<file path="src/hdl/spq_pkg.sv">
`default_nettype none

package spq_pkg;

    localparam int CAPACITY_DEF = 16;
    localparam int DATA_W       = 32;
    localparam int MODE_W       = 1;
    localparam int STATUS_W     = 2;
    localparam int OCC_W        = 5;

    localparam logic [MODE_W-1:0] MODE_INSERT = 1'b0;
    localparam logic [MODE_W-1:0] MODE_REMOVE = 1'b1;

    localparam logic [STATUS_W-1:0] ST_DONE  = 2'd0;
    localparam logic [STATUS_W-1:0] ST_FULL  = 2'd1;
    localparam logic [STATUS_W-1:0] ST_EMPTY = 2'd2;

    typedef struct packed {
        logic insert;
        logic remove;
    } t_cell_ctl;

endpackage

`default_nettype wire

</file>
<file path="src/hdl/spq_cell.sv">
`default_nettype none

module spq_cell #(
    parameter int CAPACITY = spq_pkg::CAPACITY_DEF,
    parameter int INDEX    = 0
) (
    input  wire                                       i_clk,
    input  wire  spq_pkg::t_cell_ctl                  i_ctl,
    input  wire  [$clog2(CAPACITY+1)-1:0]             i_count,
    input  wire  signed [spq_pkg::DATA_W-1:0]         i_new_value,
    input  wire  signed [spq_pkg::DATA_W-1:0]         i_new_rank,
    input  wire                                       i_left_ge,
    input  wire  signed [spq_pkg::DATA_W-1:0]         i_left_value,
    input  wire  signed [spq_pkg::DATA_W-1:0]         i_left_rank,
    input  wire  signed [spq_pkg::DATA_W-1:0]         i_right_value,
    input  wire  signed [spq_pkg::DATA_W-1:0]         i_right_rank,
    output logic                                      o_ge,
    output logic signed [spq_pkg::DATA_W-1:0]         o_value,
    output logic signed [spq_pkg::DATA_W-1:0]         o_rank
);
    import spq_pkg::*;

    localparam int CW = $clog2(CAPACITY + 1);

    logic signed [DATA_W-1:0] r_value;
    logic signed [DATA_W-1:0] r_rank;
    logic signed [DATA_W-1:0] n_value;
    logic signed [DATA_W-1:0] n_rank;
    logic                     w_occupied;

    always_comb begin
        w_occupied = (CW'(INDEX) < i_count);
        o_ge       = w_occupied && (r_rank >= i_new_rank);
        n_value    = r_value;
        n_rank     = r_rank;
        if (i_ctl.remove) begin
            n_value = i_right_value;
            n_rank  = i_right_rank;
        end else if (i_ctl.insert && !o_ge) begin
            if (i_left_ge) begin
                n_value = i_new_value;
                n_rank  = i_new_rank;
            end else begin
                n_value = i_left_value;
                n_rank  = i_left_rank;
            end
        end
    end

    always_ff @(posedge i_clk) begin
        r_value <= n_value;
        r_rank  <= n_rank;
    end

    assign o_value = r_value;
    assign o_rank  = r_rank;

endmodule

`default_nettype wire

</file>
<file path="src/hdl/sorted_priority_queue.sv">
`default_nettype none

// Bounded priority queue held as a row of CAPACITY cells in service order. An insert
// request places its entry after every stored entry of greater or equal priority, so
// equal priorities leave in arrival order; a remove request returns the head entry.
// Every request yields one result with a status and the occupancy after the request.
// The block accepts one request per clock while o_stall is low; its result is registered
// and appears in the next cycle. All cells compare against the new priority and shift
// in parallel. A full insert or an empty remove leaves the queue as it is.
module sorted_priority_queue #(
    parameter int CAPACITY = spq_pkg::CAPACITY_DEF
) (
    input  wire                                   i_clk,
    input  wire                                   i_rst_n,
    input  wire                                   i_valid,
    output logic                                  o_stall,
    input  wire  [spq_pkg::MODE_W-1:0]            i_mode,
    input  wire  signed [spq_pkg::DATA_W-1:0]     i_item_value,
    input  wire  signed [spq_pkg::DATA_W-1:0]     i_item_rank,
    output logic                                  o_valid,
    input  wire                                   i_stall,
    output logic signed [spq_pkg::DATA_W-1:0]     o_taken_value,
    output logic signed [spq_pkg::DATA_W-1:0]     o_taken_rank,
    output logic [spq_pkg::STATUS_W-1:0]          o_status,
    output logic [spq_pkg::OCC_W-1:0]             o_occupancy
);
    import spq_pkg::*;

    localparam int CW = $clog2(CAPACITY + 1);
    localparam logic [CW-1:0] FULL_COUNT = CW'(CAPACITY);

    logic [CW-1:0]            r_count;
    logic [CW-1:0]            n_count;
    logic                     r_out_valid;
    logic signed [DATA_W-1:0] r_taken_value;
    logic signed [DATA_W-1:0] r_taken_rank;
    logic [STATUS_W-1:0]      r_status;
    logic [STATUS_W-1:0]      n_status;

    logic                     w_accept;
    t_cell_ctl                w_ctl;

    logic                     w_ge         [CAPACITY];
    logic signed [DATA_W-1:0] w_value      [CAPACITY];
    logic signed [DATA_W-1:0] w_rank       [CAPACITY];
    logic                     w_left_ge    [CAPACITY];
    logic signed [DATA_W-1:0] w_left_value [CAPACITY];
    logic signed [DATA_W-1:0] w_left_rank  [CAPACITY];
    logic signed [DATA_W-1:0] w_right_value[CAPACITY];
    logic signed [DATA_W-1:0] w_right_rank [CAPACITY];

    assign o_stall  = r_out_valid && i_stall;
    assign w_accept = i_valid && !o_stall;

    always_comb begin
        w_ctl.insert = w_accept && (i_mode == MODE_INSERT) && (r_count != FULL_COUNT);
        w_ctl.remove = w_accept && (i_mode == MODE_REMOVE) && (r_count != '0);
        n_count  = r_count;
        n_status = ST_DONE;
        if (w_ctl.insert) begin
            n_count = r_count + CW'(1);
        end else if (w_ctl.remove) begin
            n_count = r_count - CW'(1);
        end else if (i_mode == MODE_INSERT) begin
            n_status = ST_FULL;
        end else begin
            n_status = ST_EMPTY;
        end
    end

    always_comb begin
        for (int k = 0; k < CAPACITY; k++) begin
            if (k == 0) begin
                w_left_ge[k]    = 1'b1;
                w_left_value[k] = '0;
                w_left_rank[k]  = '0;
            end else begin
                w_left_ge[k]    = w_ge[k-1];
                w_left_value[k] = w_value[k-1];
                w_left_rank[k]  = w_rank[k-1];
            end
            if (k == CAPACITY - 1) begin
                w_right_value[k] = '0;
                w_right_rank[k]  = '0;
            end else begin
                w_right_value[k] = w_value[k+1];
                w_right_rank[k]  = w_rank[k+1];
            end
        end
    end

    for (genvar g = 0; g < CAPACITY; g++) begin : g_cell
        spq_cell #(
            .CAPACITY (CAPACITY),
            .INDEX    (g)
        ) u_cell (
            .i_clk         (i_clk),
            .i_ctl         (w_ctl),
            .i_count       (r_count),
            .i_new_value   (i_item_value),
            .i_new_rank    (i_item_rank),
            .i_left_ge     (w_left_ge[g]),
            .i_left_value  (w_left_value[g]),
            .i_left_rank   (w_left_rank[g]),
            .i_right_value (w_right_value[g]),
            .i_right_rank  (w_right_rank[g]),
            .o_ge          (w_ge[g]),
            .o_value       (w_value[g]),
            .o_rank        (w_rank[g])
        );
    end

    always_ff @(posedge i_clk) begin
        if (!i_rst_n) begin
            r_count     <= '0;
            r_out_valid <= 1'b0;
        end else begin
            r_count <= n_count;
            if (w_accept) begin
                r_out_valid <= 1'b1;
            end else if (!i_stall) begin
                r_out_valid <= 1'b0;
            end
        end
    end

    always_ff @(posedge i_clk) begin
        if (w_accept) begin
            r_status <= n_status;
            if (w_ctl.remove) begin
                r_taken_value <= w_value[0];
                r_taken_rank  <= w_rank[0];
            end else begin
                r_taken_value <= '0;
                r_taken_rank  <= '0;
            end
        end
    end

    assign o_valid       = r_out_valid;
    assign o_taken_value = r_taken_value;
    assign o_taken_rank  = r_taken_rank;
    assign o_status      = r_status;
    assign o_occupancy   = OCC_W'(r_count);

`ifndef SYNTHESIS
    a_count_bound: assert property (@(posedge i_clk) disable iff (!i_rst_n)
        r_count <= FULL_COUNT)
        else $error("Occupancy exceeds capacity.");

    a_empty_flag: assert property (@(posedge i_clk) disable iff (!i_rst_n)
        (w_accept && (i_mode == MODE_REMOVE) && (r_count == '0))
        |=> (o_valid && (o_status == ST_EMPTY) && (r_count == '0)))
        else $error("Remove on an empty queue was not flagged.");

    a_full_flag: assert property (@(posedge i_clk) disable iff (!i_rst_n)
        (w_accept && (i_mode == MODE_INSERT) && (r_count == FULL_COUNT))
        |=> (o_valid && (o_status == ST_FULL) && (r_count == FULL_COUNT)))
        else $error("Insert on a full queue was not flagged.");

    a_insert_count: assert property (@(posedge i_clk) disable iff (!i_rst_n)
        w_ctl.insert |=> (r_count == $past(r_count) + CW'(1)))
        else $error("Successful insert did not raise the occupancy by one.");
`endif

endmodule

`default_nettype wire
</file>
<file path="config.mk">
export PLATFORM = sky130hd
export DESIGN_NAME = sorted_priority_queue
export DESIGN_NICKNAME = d
export VERILOG_FILES = /design/src/hdl/spq_pkg.sv /design/src/hdl/spq_cell.sv /design/src/hdl/sorted_priority_queue.sv
export SDC_FILE = /design/constraint.sdc
export NUM_CORES = 2
export LEC_CHECK = 0
export ABC_AREA = 1
export BUFFER_PORTS_ARGS = -buffer_cell sky130_fd_sc_hd__clkbuf_2
export CAP_MARGIN = 20
export CELL_PAD_IN_SITES_DETAIL_PLACEMENT = 0
export CELL_PAD_IN_SITES_GLOBAL_PLACEMENT = 1
export CORE_ASPECT_RATIO = 1.5
export CORE_MARGIN = 2
export CORE_UTILIZATION = 32
export DETAILED_ROUTE_END_ITERATION = 8
export GPL_TIMING_DRIVEN = 1
export PLACE_DENSITY = 0.7
export SKIP_CTS_REPAIR_TIMING = 1
export SLEW_MARGIN = 40
export SYNTH_ARGS = -nofsm -noshare
export SYNTH_HDL_FRONTEND = slang
export SYNTH_SLANG_ARGS = --single-unit
</file>
<file path="constraint.sdc">
create_clock -name i_clk -period 12.8 [get_ports i_clk]
set_input_delay 3.84 -clock i_clk [delete_from_list [all_inputs] [get_ports i_clk]]
set_output_delay 3.84 -clock i_clk [all_outputs]
set_load 0.005 [all_outputs]
</file>
Word level (Yosys, flattened, before mapping):

Index checks and enable logic that the tools add are counted.

* register bits: 1096
* bits of input ports: 69
* logic and storage cells: 242

* bitwise gates (word level): 1
* $lt $le $gt $ge: 32
* equality and inequality tests: 2
* reduce and logical (&&, ||, !) cells: 73
* multiplexer cells: 95
* add/subtract/negate cells: 2

Operators with widths (number)
* $mux 32: 90
* $ge 32x32->1: 16
* $lt 4x5->1 const A: 8
* $logic_and 1x1->1: 38
* $reduce_bool 2->1: 16
* $lt 3x5->1 const A: 4
* $logic_not 1->1: 17
* $lt 1x5->1 const A: 2
* $lt 2x5->1 const A: 2
* $mux 5: 2
* $add 5x1->5 const B: 1
* $ne 5x5->1 const B: 1
* $reduce_bool 5->1: 1
* $sub 5x1->5 const B: 1
* $mux 1: 2
* $mux 2: 1
* $ne 2x1->1 const B: 1
* $reduce_or 2->1: 1
* $not 1->1: 1

Depth between registers and ports, before layout:

* depth after elaboration: 8
* gate-level depth with buffers: 21
* depth with buffers taken out: 20

By module:

Synthesis repeated with hierarchy kept, for this count alone.

* cells, all modules: 8261
* area, all modules: 68779.7 um^2

By module, submodules not included
* spq_cell (g_cell[7].u_cell): instances 1, cells each 508, seq. area each 1921.8 um^2, area an instance 4129.0 um^2
* spq_cell (g_cell[4].u_cell): instances 1, cells each 499, seq. area each 1921.8 um^2, area an instance 4098.9 um^2
* spq_cell (g_cell[2].u_cell): instances 1, cells each 497, seq. area each 1921.8 um^2, area an instance 4097.7 um^2
* spq_cell (g_cell[8].u_cell): instances 1, cells each 512, seq. area each 1921.8 um^2, area an instance 4096.4 um^2
* spq_cell (g_cell[0].u_cell): instances 1, cells each 496, seq. area each 1921.8 um^2, area an instance 4095.2 um^2
* spq_cell (g_cell[5].u_cell): instances 1, cells each 497, seq. area each 1921.8 um^2, area an instance 4095.2 um^2
* spq_cell (g_cell[1].u_cell): instances 1, cells each 497, seq. area each 1921.8 um^2, area an instance 4093.9 um^2
* spq_cell (g_cell[10].u_cell): instances 1, cells each 499, seq. area each 1921.8 um^2, area an instance 4086.4 um^2
* spq_cell (g_cell[9].u_cell): instances 1, cells each 501, seq. area each 1921.8 um^2, area an instance 4085.2 um^2
* spq_cell (g_cell[12].u_cell): instances 1, cells each 499, seq. area each 1921.8 um^2, area an instance 4082.7 um^2
* spq_cell (g_cell[15].u_cell): instances 1, cells each 493, seq. area each 1921.8 um^2, area an instance 4078.9 um^2
* spq_cell (g_cell[6].u_cell): instances 1, cells each 498, seq. area each 1921.8 um^2, area an instance 4078.9 um^2
* spq_cell (g_cell[11].u_cell): instances 1, cells each 503, seq. area each 1921.8 um^2, area an instance 4072.7 um^2
* spq_cell (g_cell[13].u_cell): instances 1, cells each 502, seq. area each 1921.8 um^2, area an instance 4072.7 um^2
* +3 rows

Least setup slack after synthesis:

Ideal clock, no wire load.

* path kind: input to register
* from: input port i_stall
* to: register g_cell[11].u_cell.r_rank[0] (enable)
* data required time: 12.276 ns
* library setup time: 0.524 ns
* setup slack: 1.017 ns
* arrival time: 11.259 ns
* cell stages on the path: 9
* path through: nand2_1 -> inv_1 -> nor2_1 -> inv_1 -> nor2_1 -> nand2_2 -> buf_2 -> clkbuf_1 -> a31oi_1

* cells in the longest elaborated chain, start to end: 7
* elaborated cells between the ends (all ways): 9
* those cells by class: reduce/logical: 9

Ends and longest elaborated chain
* from (decl): line sorted_priority_queue.sv:21 `input wire i_stall,`
* $logic_and 1x1->1 *: line sorted_priority_queue.sv:52 `assign o_stall = r_out_valid && i_stall;`
* named net o_stall: line sorted_priority_queue.sv:16 `output logic o_stall,`
* $logic_not 1->1 *: line sorted_priority_queue.sv:53 `assign w_accept = i_valid && !o_stall;`
* $logic_and 1x1->1 *: line sorted_priority_queue.sv:53
* named net w_accept: line sorted_priority_queue.sv:40 `logic w_accept;`
* $logic_and 1x1->1 (2 in a row): line sorted_priority_queue.sv:56 `w_ctl.insert = w_accept && (i_mode == MODE_INSERT) && (r_count != FULL_COUNT);`
* $logic_and 1x1->1: line spq_cell.sv:39 `end else if (i_ctl.insert && !o_ge) begin`
* $reduce_bool 2->1 (no line) *
* to (signal assigned): line spq_cell.sv:52 `r_rank <= n_rank;`
* to (decl): line spq_cell.sv:26 `logic signed [DATA_W-1:0] r_rank;`

Mark *: on every way through the listed nets, which the timed path passes. The rest lies on a longest branch.
A chain may end at the register's enable or synchronous reset.

Worst setup path in the final report:

* from: input port i_item_rank[5] (netlist name)
* to: register g_cell[1].u_cell.r_rank[7], data pin

* cells in the longest elaborated chain, start to end: 5

Ends and longest elaborated chain
* from (decl): line sorted_priority_queue.sv:19 `input wire signed [spq_pkg::DATA_W-1:0] i_item_rank,`
* $ge 32x32->1: line spq_cell.sv:33 `o_ge = w_occupied && (r_rank >= i_new_rank);`
* $logic_and 1x1->1: line spq_cell.sv:33
* $mux 32: line spq_cell.sv:40 `if (i_left_ge) begin`
* $mux 32: line spq_cell.sv:39
* $mux 32: line spq_cell.sv:36 `if (i_ctl.remove) begin`
* named net g_cell[1].u_cell.n_rank[7]: line spq_cell.sv:28 `logic signed [DATA_W-1:0] n_rank;`
* to (signal assigned): line spq_cell.sv:52
* to (decl): line spq_cell.sv:26

The timed path passes the listed nets, and every way through them passes these cells. The select of a mux whose other input is x is not followed.

==> impl_metrics.json <==
{
  "internal_power_mw": 8.38,
  "power.share.clock_pct": 25.3,
  "clock_skew_ps": 37.0,
  "arrival_ps": 9600,
  "synth_cells": 9596,
  "pwr-share-seq_pct": 39.2,
  "finalSetupViolCount": 0,
  "synth_top_family_by_area": "simple AND/OR/NAND/NOR gates",
  "grt_first_pass_wirelength_mm": 435,
  "synth_flop_cell": "edfxtp_1",
  "hold_path.class": "reg2reg",
  "yosys_warnings": 0,
  "clock_sinks": 1096,
  "finalHoldViolCount": 0,
  "htree_num_levels": 3,
  "p_sw_share_pct": 41.2,
  "drc_errors": 0,
  "die_width_um": 394,
  "synth_nets": 10200,
  "synth_area_mm2": 0.0731,
  "rr_endpoint": "g_cell[1].u_cell.o_rank[7]",
  "ff2ff_setup_slack_ps": 7530,
  "cts_tree": "done",
  "fmax_mhz": 110,
  "status": "finished, final reports clean",
  "reg2reg_depth": 13,
  "grt_start_max_net_pins": 177,
  "holdWs_ps": 491,
  "fin_crit_sh_pct": 71.1,
  "numCtsBuffers": 112,
  "yosysUniqueCellTypes": 39,
  "p_comb_share_pct": 35.5,
  "synthTopCellsByCount": "nand2_1 (3423), nand3_1 (1865), inv_1 (1135)",
  "initial_core_util_pct": 32.2,
  "max-vdd-ir-drop_mv": 0.130,
  "syn_avg_cell_area_um2": 7.62,
  "crit_type": "in2reg",
  "synth_top_area_share_pct": 42.2,
  "drt-initial-drc-count": 7153,
  "rr_startpoint": "g_cell[0].u_cell.o_rank[15]",
  "fillers": 23800,
  "dp.cells": 12300,
  "preCtsSetupSlack_ps": 3400,
  "yosys.area_share.xor_xnor_pct": 0,
  "die_area_mm2": 0.232,
  "max-cap-violations": 0,
  "antenna_found_initial": 4,
  "yosys-top-cells-area": "edfxtp_1 (42%), nand2_1 (18%), nand3_1 (13%), ha_1 (8.8%), inv_1 (5.8%)",
  "max_slew_margin_pct": 34.9,
  "grt_pass1_vias": 64300,
  "firstDrtPassIters": 6,
  "seq_area_frac_synth_pct": 44.1,
  "num_vias": 66500,
  "required_ps": 13300,
  "worstPathMaxFanout": 46,
  "layout.cells.non_filler": 12500,
  "nets": 9975,
  "synthMuxAreaShare_pct": 0,
  "cp-start-kind": "input port",
  "core_mm2": 0.227,
  "vias_per_cell": 5.31,
  "clk_pin_slew_worst_paths_ps": 70,
  "post-synth-top-count-cell": "nand2_1",
  "root_buffer": "clkbuf_16",
  "min_period_ps": 9100,
  "final_util_pct": 35.5,
  "synth_edf_count": 1026,
  "power_switching_mw": 5.86,
  "place.gp.congestion": 0.907,
  "yosysTopAreaCell": "edfxtp_1",
  "die_h_um": 589,
  "async_flop_share_pct": 0,
  "drive_above_1_share_pct": 6.33,
  "track_usage_pct": 24.7,
  "synthAdderAreaFrac_pct": 8.82,
  "io_pins": 142,
  "crit_end": "g_cell[1].u_cell.o_rank[7]",
  "clk_latency_ps": 770,
  "rows": 214,
  "areaGrowthSynthToFinish_pct": 10.0,
  "crit_path_end_kind": "flip-flop",
  "power_density_mw_per_mm2": 177,
  "tightest_slew_ps": 976,
  "grt_overflow": 0,
  "ant_nets": 0,
  "ys_ff_latch": 1096,
  "port_buffers": 141,
  "synth_compound_area_share_pct": 3.42,
  "startpoint": "i_item_rank[5]",
  "rsz0062_at_grt": "false",
  "synthSimpleGateAreaFrac_pct": 33.8,
  "dp_hpwl_mm": 192,
  "drt_wl_total_mm": 296,
  "power.leakage_nw": 38.6,
  "fin_setup_tns_ps": 0,
  "setup_ws_ps": 3700,
  "drv_slew": 0,
  "cts_buffer_depth": 3,
  "wl_per_cell_um": 23.7
}
-- flip-flops by register name, indices dropped and copies added (netlist names) --
name and cells:
o_status 2, g_cell.u_cell.o_rank 512, g_cell.u_cell.o_value 512, o_occupancy 5
o_taken_value 32, o_valid 1, o_taken_rank 32
-- placed cells by master, fill, tap and decap left out, types with 6 or more instances in the layout --
master,n
clkinv_1,19
nand2_2,15
o21ai_0,146
a21o_1,6
clkinvlp_4,6
nand2_1,3419
nand3_1,1853
clkinv_2,20
nor4_2,12
clkbuf_2,140
clkbuf_8,6
bufinv_16,16
clkbuf_16,114
dfxtp_1,70
a21oi_1,258
ha_1,515
buf_4,97
nand3b_1,12
buf_12,12
o211ai_1,12
buf_8,7
nand3_2,61
clkbuf_1,22
inv_2,7
o21a_1,24
edfxtp_1,1026
inv_1,1128
nand4_1,47
nor2_1,314
a31oi_4,15
nor3_1,10
buf_6,31
-- worst min-delay path by stage --
stage,from,endpoint,slack (ps),cells after the start
after floorplan,o_valid,o_valid,480,2
after global placement,o_valid,o_valid,480,2
after detailed placement,o_valid,o_valid,490,2
after CTS,o_valid,o_valid,500,2
after global routing,o_valid,o_valid,540,2
final,o_valid,o_valid,490,2
-- power groups by stage --
| stage | sequential, mW | clock [mW] | combinational [mW] |
|---|---|---|---|
| after floorplan | 5.43 | 0 | 3.28 |
| after global placement | 5.63 | 0 | 4.84 |
| after detailed placement | 5.64 | 0 | 4.97 |
| after CTS | 5.56 | 3.66 | 4.99 |
| after global routing | 5.64 | 3.77 | 5.56 |
| final | 5.58 | 3.61 | 5.06 |
-- metrics by stage --
stage	total power [mW]	instance area [um^2]
2_1_floorplan	8.72	73100
3_3_place_gp	10.5	76100
3_5_place_dp	10.6	76400
4_1_cts	14.2	80300
5_1_grt	15.0	80400
6_report	14.2	80400
-- area by class of cell --
type / count / area (um^2) / area share [%]
inverters: 1137 / 4280 / 5.32
flip-flops and latches: 1096 / 32200 / 40.1
clock buffers: 142 / 3020 / 3.75
clock inverters: 70 / 825 / 1.03
multi-input cells: 6753 / 34100 / 42.4
diodes: 2 / 5.00 / 0.00622
repair buffers: 291 / 2210 / 2.75
well taps: 3024 / 3780 / 4.71
-- layer usage --
layer | vias to the layer above | share of wire (%) | global-route usage [%] | routed length (um)
met5 | - | 0 | 0 | 0
met4 | 0 | 4.3 | 9.85 | 12700
met3 | 486 | 7.8 | 3.50 | 23100
met2 | 3063 | 48 | 41.6 | 141000
met1 | 32000 | 40 | 31.6 | 119000
li1 | 31000 | - | - | -
-- critical path, stage by stage --
cell	delay, ps
clkbuf_2	140
clkinv_1	690
buf_4	520
ha_1	340
nand2_1	60
nor2_1	480
nand2_1	110
nand2_1	70
nand2_1	40
nand2_1	320
nand2_1	150
nand3_1	110
nand3_2	680
nand2_2	890
buf_4	680
nand2_1	130
nand3_1	100
nand2_1	60
-- logic make-up (layout without fill, tap and decap cells) --
group,after synthesis,after routing
adder cells (fa/ha/maj),515,515
AND/OR/NAND/NOR,5766,5766
AO/OA/AOI/OAI,472,472
other,0,2
flip-flops,1096,1096
buffers and inverters,1747,1640
No activity file was read; power rests on OpenSTA's default activity.
